==> config.mk <==
export PLATFORM = sky130hd
export DESIGN_NAME = gcol_apb
export DESIGN_NICKNAME = d
export VERILOG_FILES = /design/src/hdl/gcol_pkg.sv /design/src/hdl/gcol_apb.sv
export SDC_FILE = /design/constraint.sdc
export NUM_CORES = 1
export LEC_CHECK = 0
export BUFFER_PORTS_ARGS = -buffer_cell sky130_fd_sc_hd__buf_2
export CORE_AREA = 4 4 55 57
export DETAILED_ROUTE_END_ITERATION = 6
export DIE_AREA = 0 0 59 61
export PLACE_DENSITY_LB_ADDON = 0.08
export SLEW_MARGIN = 20
export SYNTH_ARGS = -nofsm -noshare
export SYNTH_HDL_FRONTEND = slang
export SYNTH_SLANG_ARGS = --single-unit
export TNS_END_PERCENT = 1
==> constraint.sdc <==
create_clock -name aclk -period 0.8 [get_ports aclk]
set_input_delay 0 -clock aclk [delete_from_list [all_inputs] [get_ports aclk]]
set_output_delay 0 -clock aclk [all_outputs]
set_load 0.01 [all_outputs]
==> src/hdl/gcol_pkg.sv <==
// shared types and constants for the greedy constraint coloring block
package gcol_pkg;

    // fixed field widths
    localparam int IDX_W     = 16;
    localparam int MCOUNT_W  = 3;
    localparam int COLOR_W   = 5;
    localparam int USED_W    = 6;
    localparam int LIMIT_W   = 11;

    // particle fields carried by one request, and how many of them take part
    localparam int FIELDS      = 4;
    localparam int MEMBERS     = 4;
    localparam int FIELDS_USED = (MEMBERS < FIELDS) ? MEMBERS : FIELDS;
    localparam int SLOT_W      = (FIELDS_USED > 1) ? $clog2(FIELDS_USED) : 1;

    // configuration port
    localparam int APB_AW    = 3;
    localparam int APB_DW    = 32;
    localparam int REG_IDX_W = APB_AW - 2;

    localparam logic [REG_IDX_W-1:0] REG_PARTICLE_LIMIT = REG_IDX_W'(0);
    localparam logic [LIMIT_W-1:0]   LIMIT_RESET        = LIMIT_W'(1024);

    // request commands
    localparam logic CMD_COLOR = 1'b0;
    localparam logic CMD_CLEAR = 1'b1;

    typedef logic [IDX_W-1:0] particle_t;

endpackage

==> src/hdl/gcol_apb.sv <==
// configuration register block behind the apb-style port
module gcol_apb (
    input  logic                          aclk,
    input  logic                          aresetn,
    input  logic                          psel,
    input  logic                          penable,
    input  logic                          pwrite,
    input  logic [gcol_pkg::APB_AW-1:0]   paddr,
    input  logic [gcol_pkg::APB_DW-1:0]   pwdata,
    output logic [gcol_pkg::APB_DW-1:0]   prdata,
    output logic                          pready,
    output logic [gcol_pkg::LIMIT_W-1:0]  particle_limit
);
    import gcol_pkg::*;

    logic [LIMIT_W-1:0]   limit_reg;
    logic [LIMIT_W-1:0]   limit_next;
    logic [REG_IDX_W-1:0] reg_idx;
    logic                 wr_en;

    assign reg_idx = paddr[APB_AW-1:2];
    assign wr_en   = psel && penable && pwrite;
    assign pready  = 1'b1;

    always_comb begin
        limit_next = limit_reg;
        if (wr_en && (reg_idx == REG_PARTICLE_LIMIT)) begin
            limit_next = pwdata[LIMIT_W-1:0];
        end
    end

    always_ff @(posedge aclk) begin
        if (!aresetn) begin
            limit_reg <= LIMIT_RESET;
        end else begin
            limit_reg <= limit_next;
        end
    end

    always_comb begin
        unique case (reg_idx)
            REG_PARTICLE_LIMIT: prdata = APB_DW'(limit_reg);
            default:            prdata = '0;
        endcase
    end

    assign particle_limit = limit_reg;

endmodule

==> flow_metrics.py <==
metrics = {
    "yosys": {
        "synthAdderAreaFrac_pct": 0,
        "yosys.area_share.xor_xnor_pct": 0,
        "synthSimpleGateAreaFrac_pct": 24.2,
        "synth_area_per_cell_um2": 8.45,
        "seq_area_frac_synth_pct": 31.0,
        "synth_compound_area_share_pct": 0,
        "synth_warnings": 0,
        "synth.area.mux_share_pct": 15.5,
        "synth_cell_types": 10,
        "synth_area_um2": 709,
        "synthCells": 84,
        "synth_top_family_by_area": "buffers and inverters",
        "ys_seq_elements": 11,
    },
    "clock_network": {
        "cts.sinks": 11,
        "cts_buffers": 3,
        "clk_path_buf_depth": 2,
        "clock_latency_ns": 0.26,
        "cts_tree": "done",
        "htreeDepth": 1,
        "cts_root_buffer": "clkbuf_4",
        "cts.clk_slew.worst_paths_ns": 0.07,
    },
    "finish": {
        "areaGrowthSynthToFinish_pct": 43.7,
        "drive_gt1_share_pct": 44.4,
        "layout_common_cells": "35 x buf_2, 22 x conb_1, 20 x nand2_1",
        "largest_reg_flops": 11,
        "fin_util_pct": 41.2,
        "nets": 174,
        "layout_commonest_cell": "buf_2",
        "fin_area_um2": 1020,
        "diodes": 0,
    },
    "power": {
        "p_total_mw": 1.18,
        "vdd.ir_drop.worst_mv": 0.762,
        "p_leak_nw": 0.510,
        "pwr_density_cell_nw_per_um2": 1160,
    },
    "placement": {
        "routabilityCongestion": 0.632,
        "place_area_um2": 820,
        "port_buffers": 38,
        "detailed_place_hpwl_um": 1140,
        "post-place-ws_ns": -0.0707,
    },
    "grt": {
        "antenna_found_initial": 0,
        "track_usage_pct": 8.87,
        "grt_pass1_vias": 546,
        "grt_max_degree": 23,
        "overflow": 0,
        "grt_pass1_wl_um": 2340,
    },
    "setup_path": {
        "critPathBufInv": 1,
        "startpoint_type": "flop",
        "worstPathRequired_ns": 0.80,
        "crit_arrival_ns": 0.87,
        "slowest_delay_ns": 0.33,
        "reg2reg_slack_ns": 0.14,
        "worst-setup-path-type": "reg -> out",
        "cp-end-kind": "primary output",
        "crit_chain": "nor2b_2 -> buf_2",
        "cp_top_family": "flip-flops",
        "cp_max_fo": 3,
        "critPathSlowestCell": "dfxtp_2",
    },
    "sta": {
        "fin_crit_ns": 0.868,
        "fmax_mhz": 1150,
        "whs_ns": 0.147,
        "rsz0062_at_grt": "true",
        "clock_skew_ns": 0,
        "setup_viol": 12,
        "setup_slack_ns": -0.0675,
        "hold_violations": 0,
        "fin_crit_sh_pct": 108,
        "maxSlewViolCount": 0,
    },
    "run_status": {
        "status": "complete, but fails checks",
        "violations": "negative setup slack",
    },
    "routing": {
        "wire_per_inst_um": 9.86,
        "ant_nets": 0,
        "routed-via-count": 613,
        "avgViaCountPerCell": 3.76,
        "wl_um": 1610,
        "drtIter0Drc": 5,
        "drcViolationCount": 0,
        "drtPass1Iterations": 3,
    },
    "floorplan": {
        "initial_core_util_pct": 28.6,
        "die_x_um": 59,
        "die_h_um": 61,
        "rows": 18,
        "core_area_um2": 2480,
        "dieArea_um2": 3600,
        "top_level_ports": 84,
    },
    "hold_path": {
        "min_path_type": "in -> reg",
    },
    "flow_run": {
        "max_cap_viol_count": 0,
    },
}
path summary, 6_finish.rpt:
check	start	cells past startpoint	end
worst max register to register	particle_limit[3]	3	particle_limit[3]
worst min-delay path	aresetn	3	particle_limit[3]
worst max-delay path	particle_limit[9]	2	prdata[9]
worst min register to register	particle_limit[7]	2	particle_limit[7]
worst register-to-register path: cells and delay by family, from the launching register on:
kind	cells	cell delay, ns
flops	1	0.34
mux	1	0.12
buf+inv	1	0.10
simple gates	1	0.04
cells in the mapped netlist:
| cell type | count | share of area [%] |
|---|---|---|
| and2b_1 | 1 | 1.1 |
| and4b_4 | 1 | 1.9 |
| buf_12 | 1 | 2.8 |
| buf_2 | 3 | 2.1 |
| buf_4 | 22 | 23 |
| conb_1 | 2 | 1.1 |
| dfxtp_1 | 11 | 31 |
| mux2i_1 | 11 | 16 |
| nand2_1 | 20 | 11 |
| nor2b_1 | 12 | 11 |
area by class of cell:
class                      instances  area (µm²)
tap                               30        37.5
timing repair buffer              51         338
fill                             273        1460
clock buffer                       4        26.3
multi-input combinational         67         384
sequential                        11         234
through the flow:
stage	instances	TNS, ns
after floorplan	104	0
after global placement	147	-0.557
after detailed placement	147	-0.658
after CTS	163	-0.688
after global routing	163	-1.38
final	163	-0.526
where the power goes:
group          internal [mW]  total [mW]  switching (mW)  leakage [nW]
combinational          0.112       0.240           0.129         0.402
sequential             0.562       0.570         0.00841        0.0935
clock                  0.193       0.372           0.180        0.0150
what timing repair did:
item / CTS / global route
endpoints found under the setup margin: 11 / 12
buffers inserted: 1 / 0
endpoints found under the hold margin: 11 / 0
hold buffers: 11 / 0
resized for setup: 13 / 6
routing by layer:
| layer | global-route usage, % | wire length (µm) | up-vias |
|---|---|---|---|
| li1 | - | - | 314 |
| met3 | 4.04 | 165 | 0 |
| met2 | 15.5 | 808 | 35 |
| met5 | 0 | 0 | - |
| met4 | 2.91 | 0 | 0 |
| met1 | 9.57 | 633 | 264 |
logic make-up after synthesis:
kind of cell | after synthesis
AND/OR/NAND/NOR | 34
buffers and inverters | 26
multiplexers | 11
flip-flops | 11
other | 2
No activity file was read; power rests on OpenSTA's default activity.
