--- config.mk ---
export PLATFORM = sky130hd
export DESIGN_NAME = gcol_seq
export DESIGN_NICKNAME = d
export VERILOG_FILES = /design/src/hdl/gcol_pkg.sv /design/src/hdl/gcol_seq.sv
export SDC_FILE = /design/constraint.sdc
export NUM_CORES = 1
export LEC_CHECK = 0
export BUFFER_PORTS_ARGS = -buffer_cell sky130_fd_sc_hd__buf_2
export CAP_MARGIN = 20
export CORE_MARGIN = 2
export CORE_UTILIZATION = 50
export DETAILED_ROUTE_END_ITERATION = 8
export HOLD_SLACK_MARGIN = 0.12
export PLACE_DENSITY = 0.73
export SKIP_LAST_GASP = 1
export SLEW_MARGIN = 15
export SYNTH_ARGS = -nofsm -noshare
export SYNTH_HDL_FRONTEND = slang
export SYNTH_SLANG_ARGS = --single-unit
--- constraint.sdc ---
create_clock -name aclk -period 4 [get_ports aclk]
set_input_delay 0.4 -clock aclk [delete_from_list [all_inputs] [get_ports aclk]]
set_output_delay 0.4 -clock aclk [all_outputs]
set_load 0.1 [all_outputs]
--- src/hdl/gcol_pkg.sv ---
// shared types and constants for the greedy constraint coloring block
package gcol_pkg;

    // fixed field widths
    localparam int IDX_W     = 16;
    localparam int MCOUNT_W  = 3;
    localparam int COLOR_W   = 5;
    localparam int USED_W    = 6;
    localparam int LIMIT_W   = 11;

    // particle fields carried by one request, and how many of them take part
    localparam int FIELDS      = 4;
    localparam int MEMBERS     = 4;
    localparam int FIELDS_USED = (MEMBERS < FIELDS) ? MEMBERS : FIELDS;
    localparam int SLOT_W      = (FIELDS_USED > 1) ? $clog2(FIELDS_USED) : 1;

    // configuration port
    localparam int APB_AW    = 3;
    localparam int APB_DW    = 32;
    localparam int REG_IDX_W = APB_AW - 2;

    localparam logic [REG_IDX_W-1:0] REG_PARTICLE_LIMIT = REG_IDX_W'(0);
    localparam logic [LIMIT_W-1:0]   LIMIT_RESET        = LIMIT_W'(1024);

    // request commands
    localparam logic CMD_COLOR = 1'b0;
    localparam logic CMD_CLEAR = 1'b1;

    typedef logic [IDX_W-1:0] particle_t;

endpackage

--- src/hdl/gcol_seq.sv ---
// request sequencer: mask reads, lowest free color pick, mask write-back, clear sweep
module gcol_seq #(
    parameter int MAX_PARTICLES = 1024,
    parameter int MAX_COLORS    = 32
) (
    input  logic                              aclk,
    input  logic                              aresetn,
    input  logic [gcol_pkg::LIMIT_W-1:0]      particle_limit,
    input  logic                              s_valid,
    output logic                              s_ready,
    input  logic                              s_cmd,
    input  gcol_pkg::particle_t               s_particle [gcol_pkg::FIELDS],
    input  logic [gcol_pkg::MCOUNT_W-1:0]     s_member_count,
    output logic                              m_valid,
    input  logic                              m_ready,
    output logic [gcol_pkg::COLOR_W-1:0]      m_assigned_color,
    output logic [gcol_pkg::USED_W-1:0]       m_colors_used,
    output logic                              m_overflow,
    output logic                              mem_we,
    output logic [$clog2(MAX_PARTICLES)-1:0]  mem_waddr,
    output logic [MAX_COLORS-1:0]             mem_wdata,
    output logic                              mem_re,
    output logic [$clog2(MAX_PARTICLES)-1:0]  mem_raddr,
    input  logic [MAX_COLORS-1:0]             mem_rdata
);
    import gcol_pkg::*;

    localparam int AW = $clog2(MAX_PARTICLES);
    localparam int CW = $clog2(MAX_COLORS);

    typedef enum logic [2:0] {
        ST_CLEAR,
        ST_IDLE,
        ST_READ,
        ST_GATHER,
        ST_PICK,
        ST_WRITE,
        ST_DONE
    } state_t;

    state_t                state_reg, state_next;
    logic [SLOT_W-1:0]     slot_reg, slot_next;
    logic [AW-1:0]         sweep_reg, sweep_next;
    logic [AW-1:0]         idx_reg [FIELDS_USED];
    logic [AW-1:0]         idx_next [FIELDS_USED];
    logic [FIELDS_USED-1:0] vld_reg, vld_next;
    logic [MAX_COLORS-1:0] mask_reg [FIELDS_USED];
    logic [MAX_COLORS-1:0] mask_next [FIELDS_USED];
    logic                  rd_pend_reg, rd_pend_next;
    logic [SLOT_W-1:0]     rd_slot_reg, rd_slot_next;
    logic [CW-1:0]         color_reg, color_next;
    logic [USED_W-1:0]     count_reg, count_next;
    logic                  clr_pend_reg, clr_pend_next;
    logic [COLOR_W-1:0]    res_color_reg, res_color_next;
    logic [USED_W-1:0]     res_used_reg, res_used_next;
    logic                  res_ovf_reg, res_ovf_next;
    logic                  m_valid_reg, m_valid_next;
    logic [COLOR_W-1:0]    m_color_reg, m_color_next;
    logic [USED_W-1:0]     m_used_reg, m_used_next;
    logic                  m_ovf_reg, m_ovf_next;

    logic [MCOUNT_W-1:0]   n_sat;
    logic [MAX_COLORS-1:0] used;
    logic                  found;
    logic [CW-1:0]         pick;
    logic [USED_W:0]       cand;
    logic [USED_W:0]       pick_ext;
    logic [USED_W-1:0]     new_count;
    logic                  last_slot;

    assign last_slot = (slot_reg == SLOT_W'(FIELDS_USED - 1));

    always_comb begin
        state_next     = state_reg;
        slot_next      = slot_reg;
        sweep_next     = sweep_reg;
        idx_next       = idx_reg;
        vld_next       = vld_reg;
        mask_next      = mask_reg;
        rd_pend_next   = 1'b0;
        rd_slot_next   = slot_reg;
        color_next     = color_reg;
        count_next     = count_reg;
        clr_pend_next  = clr_pend_reg;
        res_color_next = res_color_reg;
        res_used_next  = res_used_reg;
        res_ovf_next   = res_ovf_reg;
        m_valid_next   = m_valid_reg && !m_ready;
        m_color_next   = m_color_reg;
        m_used_next    = m_used_reg;
        m_ovf_next     = m_ovf_reg;

        mem_we    = 1'b0;
        mem_waddr = idx_reg[slot_reg];
        mem_wdata = mask_reg[slot_reg] | (MAX_COLORS'(1) << color_reg);
        mem_re    = 1'b0;
        mem_raddr = idx_reg[slot_reg];

        n_sat = (s_member_count > MCOUNT_W'(FIELDS_USED)) ?
                MCOUNT_W'(FIELDS_USED) : s_member_count;

        used = '0;
        for (int k = 0; k < FIELDS_USED; k++) begin
            used = used | mask_reg[k];
        end
        found = 1'b0;
        pick  = '0;
        for (int i = MAX_COLORS - 1; i >= 0; i--) begin
            if (!used[i]) begin
                found = 1'b1;
                pick  = CW'(i);
            end
        end
        pick_ext  = (USED_W + 1)'(pick);
        cand      = pick_ext + (USED_W + 1)'(1);
        new_count = (cand > {1'b0, count_reg}) ? cand[USED_W-1:0] : count_reg;

        // read data lands in the cycle after its address
        if (rd_pend_reg) begin
            mask_next[rd_slot_reg] = vld_reg[rd_slot_reg] ? mem_rdata : '0;
        end

        unique case (state_reg)
            ST_CLEAR: begin
                mem_we     = 1'b1;
                mem_waddr  = sweep_reg;
                mem_wdata  = '0;
                sweep_next = sweep_reg + AW'(1);
                if (sweep_reg == AW'(MAX_PARTICLES - 1)) begin
                    sweep_next = '0;
                    if (clr_pend_reg) begin
                        clr_pend_next  = 1'b0;
                        res_color_next = '0;
                        res_used_next  = '0;
                        res_ovf_next   = 1'b0;
                        state_next     = ST_DONE;
                    end else begin
                        state_next = ST_IDLE;
                    end
                end
            end
            ST_IDLE: begin
                if (s_valid) begin
                    if (s_cmd == CMD_CLEAR) begin
                        count_next    = '0;
                        sweep_next    = '0;
                        clr_pend_next = 1'b1;
                        state_next    = ST_CLEAR;
                    end else begin
                        for (int k = 0; k < FIELDS_USED; k++) begin
                            idx_next[k] = s_particle[k][AW-1:0];
                            vld_next[k] = (MCOUNT_W'(k) < n_sat)
                                && ({1'b0, s_particle[k]} < (IDX_W + 1)'(particle_limit))
                                && ({1'b0, s_particle[k]} < (IDX_W + 1)'(MAX_PARTICLES));
                        end
                        slot_next  = '0;
                        state_next = ST_READ;
                    end
                end
            end
            ST_READ: begin
                mem_re       = 1'b1;
                rd_pend_next = 1'b1;
                rd_slot_next = slot_reg;
                slot_next    = slot_reg + SLOT_W'(1);
                if (last_slot) begin
                    slot_next  = '0;
                    state_next = ST_GATHER;
                end
            end
            ST_GATHER: begin
                state_next = ST_PICK;
            end
            ST_PICK: begin
                if (!found) begin
                    res_color_next = '0;
                    res_used_next  = count_reg;
                    res_ovf_next   = 1'b1;
                    state_next     = ST_DONE;
                end else begin
                    color_next     = pick;
                    count_next     = new_count;
                    res_color_next = pick_ext[COLOR_W-1:0];
                    res_used_next  = new_count;
                    res_ovf_next   = 1'b0;
                    slot_next      = '0;
                    state_next     = ST_WRITE;
                end
            end
            ST_WRITE: begin
                // repeated members write the same value more than once, which is harmless
                mem_we    = vld_reg[slot_reg];
                slot_next = slot_reg + SLOT_W'(1);
                if (last_slot) begin
                    slot_next  = '0;
                    state_next = ST_DONE;
                end
            end
            ST_DONE: begin
                if (!m_valid_reg || m_ready) begin
                    m_valid_next = 1'b1;
                    m_color_next = res_color_reg;
                    m_used_next  = res_used_reg;
                    m_ovf_next   = res_ovf_reg;
                    state_next   = ST_IDLE;
                end
            end
            default: begin
                state_next = ST_IDLE;
            end
        endcase
    end

    always_ff @(posedge aclk) begin
        if (!aresetn) begin
            state_reg    <= ST_CLEAR;
            slot_reg     <= '0;
            sweep_reg    <= '0;
            rd_pend_reg  <= 1'b0;
            count_reg    <= '0;
            clr_pend_reg <= 1'b0;
            m_valid_reg  <= 1'b0;
        end else begin
            state_reg    <= state_next;
            slot_reg     <= slot_next;
            sweep_reg    <= sweep_next;
            rd_pend_reg  <= rd_pend_next;
            count_reg    <= count_next;
            clr_pend_reg <= clr_pend_next;
            m_valid_reg  <= m_valid_next;
        end
        idx_reg       <= idx_next;
        vld_reg       <= vld_next;
        mask_reg      <= mask_next;
        rd_slot_reg   <= rd_slot_next;
        color_reg     <= color_next;
        res_color_reg <= res_color_next;
        res_used_reg  <= res_used_next;
        res_ovf_reg   <= res_ovf_next;
        m_color_reg   <= m_color_next;
        m_used_reg    <= m_used_next;
        m_ovf_reg     <= m_ovf_next;
    end

    assign s_ready          = (state_reg == ST_IDLE);
    assign m_valid          = m_valid_reg;
    assign m_assigned_color = m_color_reg;
    assign m_colors_used    = m_used_reg;
    assign m_overflow       = m_ovf_reg;

endmodule

==> results.py, run 1 <==
metrics = {
    "run_status": {
        "run_status": "finished with violations",
        "violations": "setup timing",
    },
    "cells_and_area": {
        "area_growth_pct": 26.5,
        "drive_gt1_frac": 0.312,
        "multi_input_area_um2": 4280,
        "largest_reg_flops": 128,
        "finalNetCount": 1280,
        "seq_area_um2": 6560,
        "n_fill_cell": 1635,
    },
    "pwr": {
        "peakVddDrop_mv": 0.443,
        "powerDensity_nw_per_um2": 664,
        "power.leakage_uw": 0.00537,
        "power_uw": 9210,
    },
    "synthesis": {
        "yosys-top-cells-count": "201 x edfxtp_1, 75 x nor2_1, 64 x a21oi_1",
        "syn_area_per_cell_um2": 13.2,
        "synth_top_area_cell": "edfxtp_1",
        "ys.flop_type": "edfxtp_1",
        "ys_seq_elements": 227,
        "synthMostInstantiatedCell": "edfxtp_1",
        "syn_area_um2": 11000,
        "synth_top_cell_area_share": 0.550,
        "seq_area_frac_synth": 0.598,
        "synth_cell_types": 62,
        "synth_edf_count": 201,
        "synthTopCellsByArea": "edfxtp_1 55%, mux4_2 8.6%, ha_1 5.6%",
        "syn_nets": 994,
        "synth_cells": 830,
        "async_flop_share": 0,
        "ys_warn_count": 0,
    },
    "route": {
        "ant_nets": 0,
        "wirelength_um": 26900,
        "num_vias": 8123,
        "remaining_drc_errors": 0,
        "drtPass1Iterations": 5,
        "via_per_inst": 5.75,
        "drt_iter0_drc": 618,
        "avgRoutedWirePerCell_um": 19.0,
    },
    "hold_path": {
        "hp-class": "input pin to flop",
        "holdCritStartpoint": "m_ready",
        "hold_depth": 3,
    },
    "setup_path": {
        "worstPathCellList": "or4_4 -> a211oi_2 -> o211ai_1 -> a311o_1 -> o31ai_2 -> or3b_4 -> xor2_2 -> inv_1 -> ha_1 -> o21ai_0 -> o21ai_1 -> a21oi_2 -> nor3_4 -> nand2_2 -> or4_1 -> nand3_1",
        "arrival_ns": 4.52,
        "required_ns": 4.45,
        "cp-start-kind": "flop",
        "r2r-start": "mask_reg[30]",
        "crit_start": "mask_reg[30]",
        "cp_slowest_cell": "or4_4",
        "r2r_cells": 16,
        "cpPeakStageDelay_ns": 0.56,
        "cp_max_fo": 3,
        "cp-end-kind": "flop",
        "critical_path_class": "flop to flop",
    },
    "clocking": {
        "clkTransAtPathRegs_ns": 0.07,
        "cts_buffers": 24,
        "htree_levels": 1,
        "clockBufferDepth": 3,
        "cts-root-buf": "clkbuf_16",
        "clock-sinks": 227,
        "clock_latency_ns": 0.51,
        "cts_tree": "done",
    },
    "global_routing": {
        "grt_pass1_wl_um": 42600,
        "grt_max_degree": 47,
        "overflow": 0,
        "grt_pass1_vias": 8144,
        "antenna_found_initial": 1,
        "grt_util_all_layers": 0.228,
    },
    "timing": {
        "skew_ns": 0.0189,
        "rsz0062_at_grt": "true",
        "relSlewSlack": 0.317,
        "fin_ws_ns": -0.0680,
        "post-route-period-util": 1.02,
        "finalHoldViolations": 0,
        "slew_violations": 0,
        "max_freq_mhz": 246,
        "min_period_ns": 4.07,
        "worst_pin_slew_ns": 1.02,
        "hold_slack_ns": 0.220,
        "setup_viol": 5,
    },
    "die": {
        "core_um2": 21700,
        "die_width_um": 152,
        "dieArea_um2": 23100,
        "rows": 54,
        "start_util": 0.506,
        "io_pins": 183,
        "fp.dieH_um": 152,
    },
    "place": {
        "numPortBuffers": 182,
        "dp_slack_ns": -0.0832,
        "gp_congestion": 0.874,
        "dp_hpwl_um": 18200,
    },
    "flow_run": {
        "drv_cap": 0,
    },
}
worst max-delay path: cells and delay by family (launching register included):
kind,cells,cell delay (ns)
flip-flops,1,0.38
XOR/XNOR,1,0.19
adder cells (fa/ha/maj),1,0.29
buffers and inverters,1,0.06
AO/OA/AOI/OAI,7,1.18
AND/OR/NAND/NOR,6,1.91
cell usage in the layout, fill, tap and decap left out, drive strengths merged, types with 36 or more instances in the layout:
| cell type | count |
|---|---|
| nor2 | 75 |
| nor4 | 53 |
| a21oi | 64 |
| buf | 247 |
| ha | 49 |
| nand2 | 53 |
| dlygate4sd3 | 40 |
| mux4 | 44 |
| edfxtp | 201 |
| and2 | 36 |
timing repair:
item,CTS,global route
pin swaps,3,15
setup endpoints to repair,9,12
hold buffers,40,0
setup buffers,5,6
endpoints found under the hold margin,40,0
resized for setup,3,10
report_power, final:
part	leakage (uW)	switching, uW	internal, uW	total, uW
sequential	0.00204	163	2790	2950
combinational	0.00297	3310	848	4160
clock	0.000361	887	1210	2100
stage by stage:
stage	utilization	TNS (ns)	area, um2	instances
final	0.640	-0.244	13900	1413
after global routing	0.640	-1.43	13900	1413
after CTS	0.634	-0.000982	13800	1405
after detailed placement	0.579	-0.392	12600	1318
after global placement	0.579	0	12600	1318
after floorplan	-	0	11000	830
routing by layer:
| metal | vias up | global-route usage | share of wire |
|---|---|---|---|
| li1 | 3816 | - | - |
| met1 | 3965 | 0.290 | 0.40 |
| met2 | 306 | 0.407 | 0.51 |
| met3 | 36 | 0.0414 | 0.069 |
| met4 | 0 | 0.0552 | 0.017 |
| met5 | - | 0 | 0 |
final cells by class:
cell class,instances,share of cell area
flip-flops and latches,227,0.473
multi-input cells,546,0.309
repair buffers,287,0.131
clock buffers,31,0.0467
well taps,280,0.0253
inverters,30,0.00812
clock inverters,11,0.00704
diodes,1,0.000180
logic make-up (layout without fill, tap and decap cells):
| logic type | Yosys count | count (layout) | synth area share |
|---|---|---|---|
| AND/OR/NAND/NOR | 301 | 301 | 0.145 |
| adder cells (fa/ha/maj) | 49 | 49 | 0.0559 |
| flip-flops | 227 | 227 | 0.598 |
| multiplexers | 48 | 48 | 0.0947 |
| XOR/XNOR | 10 | 10 | 0.00799 |
| buffers and inverters | 57 | 359 | 0.0205 |
| AO/OA/AOI/OAI | 138 | 138 | 0.0782 |
| other | 0 | 1 | 0 |
worst paths after layout:
check                                         to  slack (ns)
worst min register to register  m_colors_used[0]        0.42
worst max-delay path                count_reg[3]       -0.07
worst min-delay path                     m_valid        0.22
worst max register to register      count_reg[3]       -0.07
(Power assumes the default switching activity.)
==> inputs of run 2 (changes only) <==
Settings changed: CTS_BUF_LIST from default to sky130_fd_sc_hd__clkbuf_2, PLACE_DENSITY 0.73 to 0.72.
Clock period 4 ns to 4.1 ns, I/O delays scaled along.
==> results.py, run 2 (same netlist as run 1, synthesis figures left out) <==
metrics = {
    "run_status": {
        "run_status": "completed",
    },
    "timing": {
        "skew_ns": 0.0611,
        "min_period_ns": 4.03,
        "finalHoldViolations": 0,
        "worst_pin_slew_ns": 1.14,
        "relSlewSlack": 0.237,
        "setup_viol": 0,
        "post-route-period-util": 0.983,
        "finalSetupTns_ns": 0,
        "max_freq_mhz": 248,
        "slew_violations": 0,
        "rsz0062_at_grt": "true",
    },
    "route": {
        "num_vias": 8425,
        "drt_iter0_drc": 532,
        "avgRoutedWirePerCell_um": 18.3,
        "via_per_inst": 5.62,
        "wirelength_um": 27400,
        "remaining_drc_errors": 0,
        "ant_nets": 0,
        "drtPass1Iterations": 5,
    },
    "cells_and_area": {
        "finalNetCount": 1341,
        "largest_reg_flops": 128,
        "n_fill_cell": 1650,
        "drive_gt1_frac": 0.316,
        "final_common_cell": "edfxtp_1",
        "finalInstanceArea_um2": 14000,
        "area_growth_pct": 27.8,
        "final_cell_mix": "201 x edfxtp_1, 182 x buf_2, 88 x dlygate4sd3_1",
    },
    "die": {
        "io_pins": 183,
        "core_um2": 21700,
        "fp.dieH_um": 152,
        "dieArea_um2": 23100,
        "die_width_um": 152,
        "rows": 54,
        "start_util": 0.506,
    },
    "clocking": {
        "cts-root-buf": "clkbuf_2",
        "clockBufferDepth": 3,
        "cts_tree": "done",
        "cts_buffers": 54,
        "clock-sinks": 227,
        "clock_latency_ns": 0.81,
        "clkTransAtPathRegs_ns": 0.10,
        "htree_levels": 2,
    },
    "global_routing": {
        "grt_util_all_layers": 0.234,
        "grt_pass1_vias": 8772,
        "grt_max_degree": 45,
        "antenna_found_initial": 1,
        "overflow": 0,
        "grt_pass1_wl_um": 43300,
    },
    "pwr": {
        "peakVddDrop_mv": 0.520,
        "power.leakage_uw": 0.00551,
        "powerDensity_nw_per_um2": 599,
    },
    "setup_path": {
        "cp_max_fo": 6,
        "r2r_cells": 16,
        "cp-start-kind": "flop",
        "critical_path_class": "flop to flop",
        "required_ns": 4.61,
        "cp-end-kind": "flop",
        "arrival_ns": 4.54,
    },
    "place": {
        "dp_hpwl_um": 18000,
        "place_area_um2": 12500,
        "numPortBuffers": 182,
        "gp_congestion": 0.821,
    },
    "flow_run": {
        "drv_cap": 0,
    },
    "hold_path": {
        "hp-class": "input pin to flop",
        "hold_depth": 2,
    },
}
[run 2: per-layer routing]
metal  wire length [um]  GRT usage
met5                  0          0
met3               1760     0.0491
met2              13600      0.399
met4               1030     0.0997
met1              11100      0.291
[run 2: timing repair]
action                     in CTS  in global routing
resized for setup               5                 13
hold buffers                   88                  0
setup endpoints to repair       5                 12
pin swaps                       4                 10
hold endpoints to repair      183                  0
buffers inserted                5                  3
[run 2: power breakdown]
group          switching, uW  internal, uW  total (uW)
sequential               158          2720        2880
combinational           3250           843        4090
clock                    886           537        1420
total                   4300          4100        8390
[run 2: layout make-up]
type | instances | area (um2) | share of cell area
multi-input cells | 546 | 4320 | 0.308
flip-flops and latches | 227 | 6560 | 0.468
well taps | 280 | 350 | 0.0250
inverters | 30 | 113 | 0.00803
repair buffers | 318 | 2180 | 0.155
clock buffers | 69 | 345 | 0.0246
clock inverters | 29 | 146 | 0.0104
diodes | 1 | 2.50 | 0.000179
[run 2: worst paths after layout]
check / from / endpoint / slack, ns
min reg2reg: res_color_reg[1] / m_assigned_color[1] / 0.41
max reg2reg: mask_reg[127] / res_used_reg[0] / 0.07
max: mask_reg[127] / res_used_reg[0] / 0.07
min: s_particle[18] / idx_reg[12] / 0.33
[run 2: worst max-delay path: stages (launching register included)]
cell	delay, ns
edfxtp_1	0.40
or4_4	0.55
a211oi_2	0.22
o211ai_1	0.12
a311o_1	0.41
o31ai_4	0.09
or3b_4	0.44
xor2_2	0.20
inv_1	0.09
ha_4	0.27
o21ai_1	0.06
o21ai_1	0.18
a21oi_2	0.08
nor3_2	0.13
buf_4	0.18
mux2i_2	0.23
nor2_1	0.05
[run 2: metrics by stage]
stage	std cells	utilization	hold WS, ns	setup slack [ns]	total power (uW)
after global placement	1305	0.575	0.401	0.150	6870
after floorplan	830	-	0.353	0.0215	6110
after CTS	1496	0.641	0.221	0.0327	8400
after global routing	1500	0.646	0.242	-0.152	8750
after detailed placement	1305	0.575	0.405	0.0163	6910
final	1500	0.646	0.329	0.0704	8390
==> inputs of run 3 (changes only) <==
Clock period 4.1 ns to 4.6 ns, I/O delays scaled along.
==> results.py, run 3 (same netlist as run 1, synthesis figures left out) <==
metrics = {
    "setup_path": {
        "arrival_ns": 4.99,
        "cp_max_fo": 5,
        "required_ns": 5.31,
        "r2r_cells": 18,
        "critical_path_class": "flop to flop",
        "cp-start-kind": "flop",
        "cp-end-kind": "flop",
    },
    "clocking": {
        "clockBufferDepth": 3,
        "clock-sinks": 227,
        "cts_tree": "done",
        "cts_setup_buffers": 0,
        "clock_latency_ns": 0.81,
        "cts_buffers": 54,
        "cts-root-buf": "clkbuf_2",
        "clkTransAtPathRegs_ns": 0.11,
        "htree_levels": 2,
    },
    "route": {
        "drtPass1Iterations": 5,
        "drt_iter0_drc": 496,
        "num_vias": 8349,
        "remaining_drc_errors": 0,
        "wirelength_um": 27400,
        "ant_nets": 0,
        "avgRoutedWirePerCell_um": 18.6,
        "via_per_inst": 5.68,
    },
    "cells_and_area": {
        "seq_area_um2": 6560,
        "multi_input_area_um2": 4240,
        "drive_gt1_frac": 0.297,
        "final_cell_mix": "201 x edfxtp_1, 182 x buf_2, 87 x dlygate4sd3_1",
        "largest_reg_flops": 128,
        "area_growth_pct": 25.0,
        "final_util": 0.632,
        "finalNetCount": 1319,
        "final_common_cell": "edfxtp_1",
        "n_fill_cell": 1677,
    },
    "global_routing": {
        "grt_pass1_wl_um": 43400,
        "antenna_found_initial": 1,
        "grt_max_degree": 45,
        "overflow": 0,
        "grt_pass1_vias": 8587,
        "grt_util_all_layers": 0.236,
    },
    "die": {
        "rows": 54,
        "io_pins": 183,
        "die_width_um": 152,
        "core_um2": 21700,
        "fp.dieH_um": 152,
        "dieArea_um2": 23100,
        "start_util": 0.506,
    },
    "pwr": {
        "p_seq_frac": 0.347,
        "power_frac_comb": 0.483,
        "peakVddDrop_mv": 0.407,
        "swShare": 0.513,
        "pwr-share-clk": 0.170,
        "powerDensity_nw_per_um2": 543,
        "p_int_uw": 3630,
        "p_sw_uw": 3810,
        "power.leakage_uw": 0.00538,
    },
    "timing": {
        "slew_violations": 0,
        "finalSetupTns_ns": 0,
        "max_freq_mhz": 233,
        "worst_pin_slew_ns": 1.11,
        "finalHoldViolations": 0,
        "skew_ns": 0.0515,
        "relSlewSlack": 0.262,
        "post-route-period-util": 0.931,
        "min_period_ns": 4.28,
        "rsz0062_at_grt": "false",
        "setup_viol": 0,
    },
    "place": {
        "gp_congestion": 0.845,
        "numPortBuffers": 182,
        "dp_hpwl_um": 18200,
    },
    "hold_path": {
        "hp-class": "input pin to flop",
        "hold_depth": 4,
    },
    "flow_run": {
        "drv_cap": 0,
    },
    "run_status": {
        "run_status": "completed",
    },
}
run 3: cell type report:
class,instances,area share
tap,280,0.0255
sequential,227,0.478
multi-input combinational,546,0.309
inverter,30,0.00821
clock buffer,75,0.0274
timing repair buffer,296,0.145
antenna,1,0.000182
clock inverter,16,0.00657
run 3: through the flow:
stage                     instances  total power [uW]  cell area [um2]  setup slack [ns]  hold slack, ns
after detailed placement       1292              6150            12400             0.314           0.405
after floorplan                 830              5450            11000             0.521           0.353
final                          1471              7440            13700             0.315           0.261
after global placement         1292              6110            12400             0.448           0.402
after global routing           1471              7750            13700           0.00924           0.219
after CTS                      1470              7460            13700             0.215           0.182
run 3: path summary, 6_finish.rpt:
kind / to / slack [ns] / from
setup / recovery: count_reg[3] / 0.32 / mask_reg[95]
hold / removal: count_reg[0] / 0.26 / s_valid
setup reg to reg: count_reg[3] / 0.32 / mask_reg[95]
hold reg to reg: m_assigned_color[3] / 0.42 / res_color_reg[3]
run 3: what timing repair did:
action                     4_1_cts  5_1_grt
hold buffers                    87        0
setup endpoints to repair        0        5
hold endpoints to repair       182        0
resized for setup                0        4
run 3: per-layer routing:
| metal | GRT usage | up-vias | part of all wire |
|---|---|---|---|
| met5 | 0 | - | 0 |
| met4 | 0.0859 | 0 | 0.029 |
| met3 | 0.0434 | 56 | 0.059 |
| met2 | 0.409 | 304 | 0.50 |
| met1 | 0.299 | 4058 | 0.41 |
| li1 | - | 3931 | - |
run 3: critical path: stages (launching register included):
cell and delay [ns]:
edfxtp_1 0.42, or4_4 0.55, a211oi_2 0.23, o211ai_1 0.14
a311o_1 0.35, o31ai_2 0.07, nor3_1 0.10, nor3_2 0.25
ha_1 0.21, nand3_1 0.11, xor2_2 0.21, inv_1 0.08
ha_1 0.30, nand4_1 0.10, nor2_1 0.06, nor3_2 0.27
nand2_1 0.17, or4_1 0.46, nand3_1 0.10
run 3: power groups by stage:
stage / clock (uW) / combinational [uW] / sequential (uW)
3_3_place_gp: 0 / 3490 / 2620
5_1_grt: 1390 / 3760 / 2600
2_1_floorplan: 0 / 2910 / 2530
4_1_cts: 1300 / 3580 / 2580
6_report: 1270 / 3600 / 2580
3_5_place_dp: 0 / 3520 / 2630
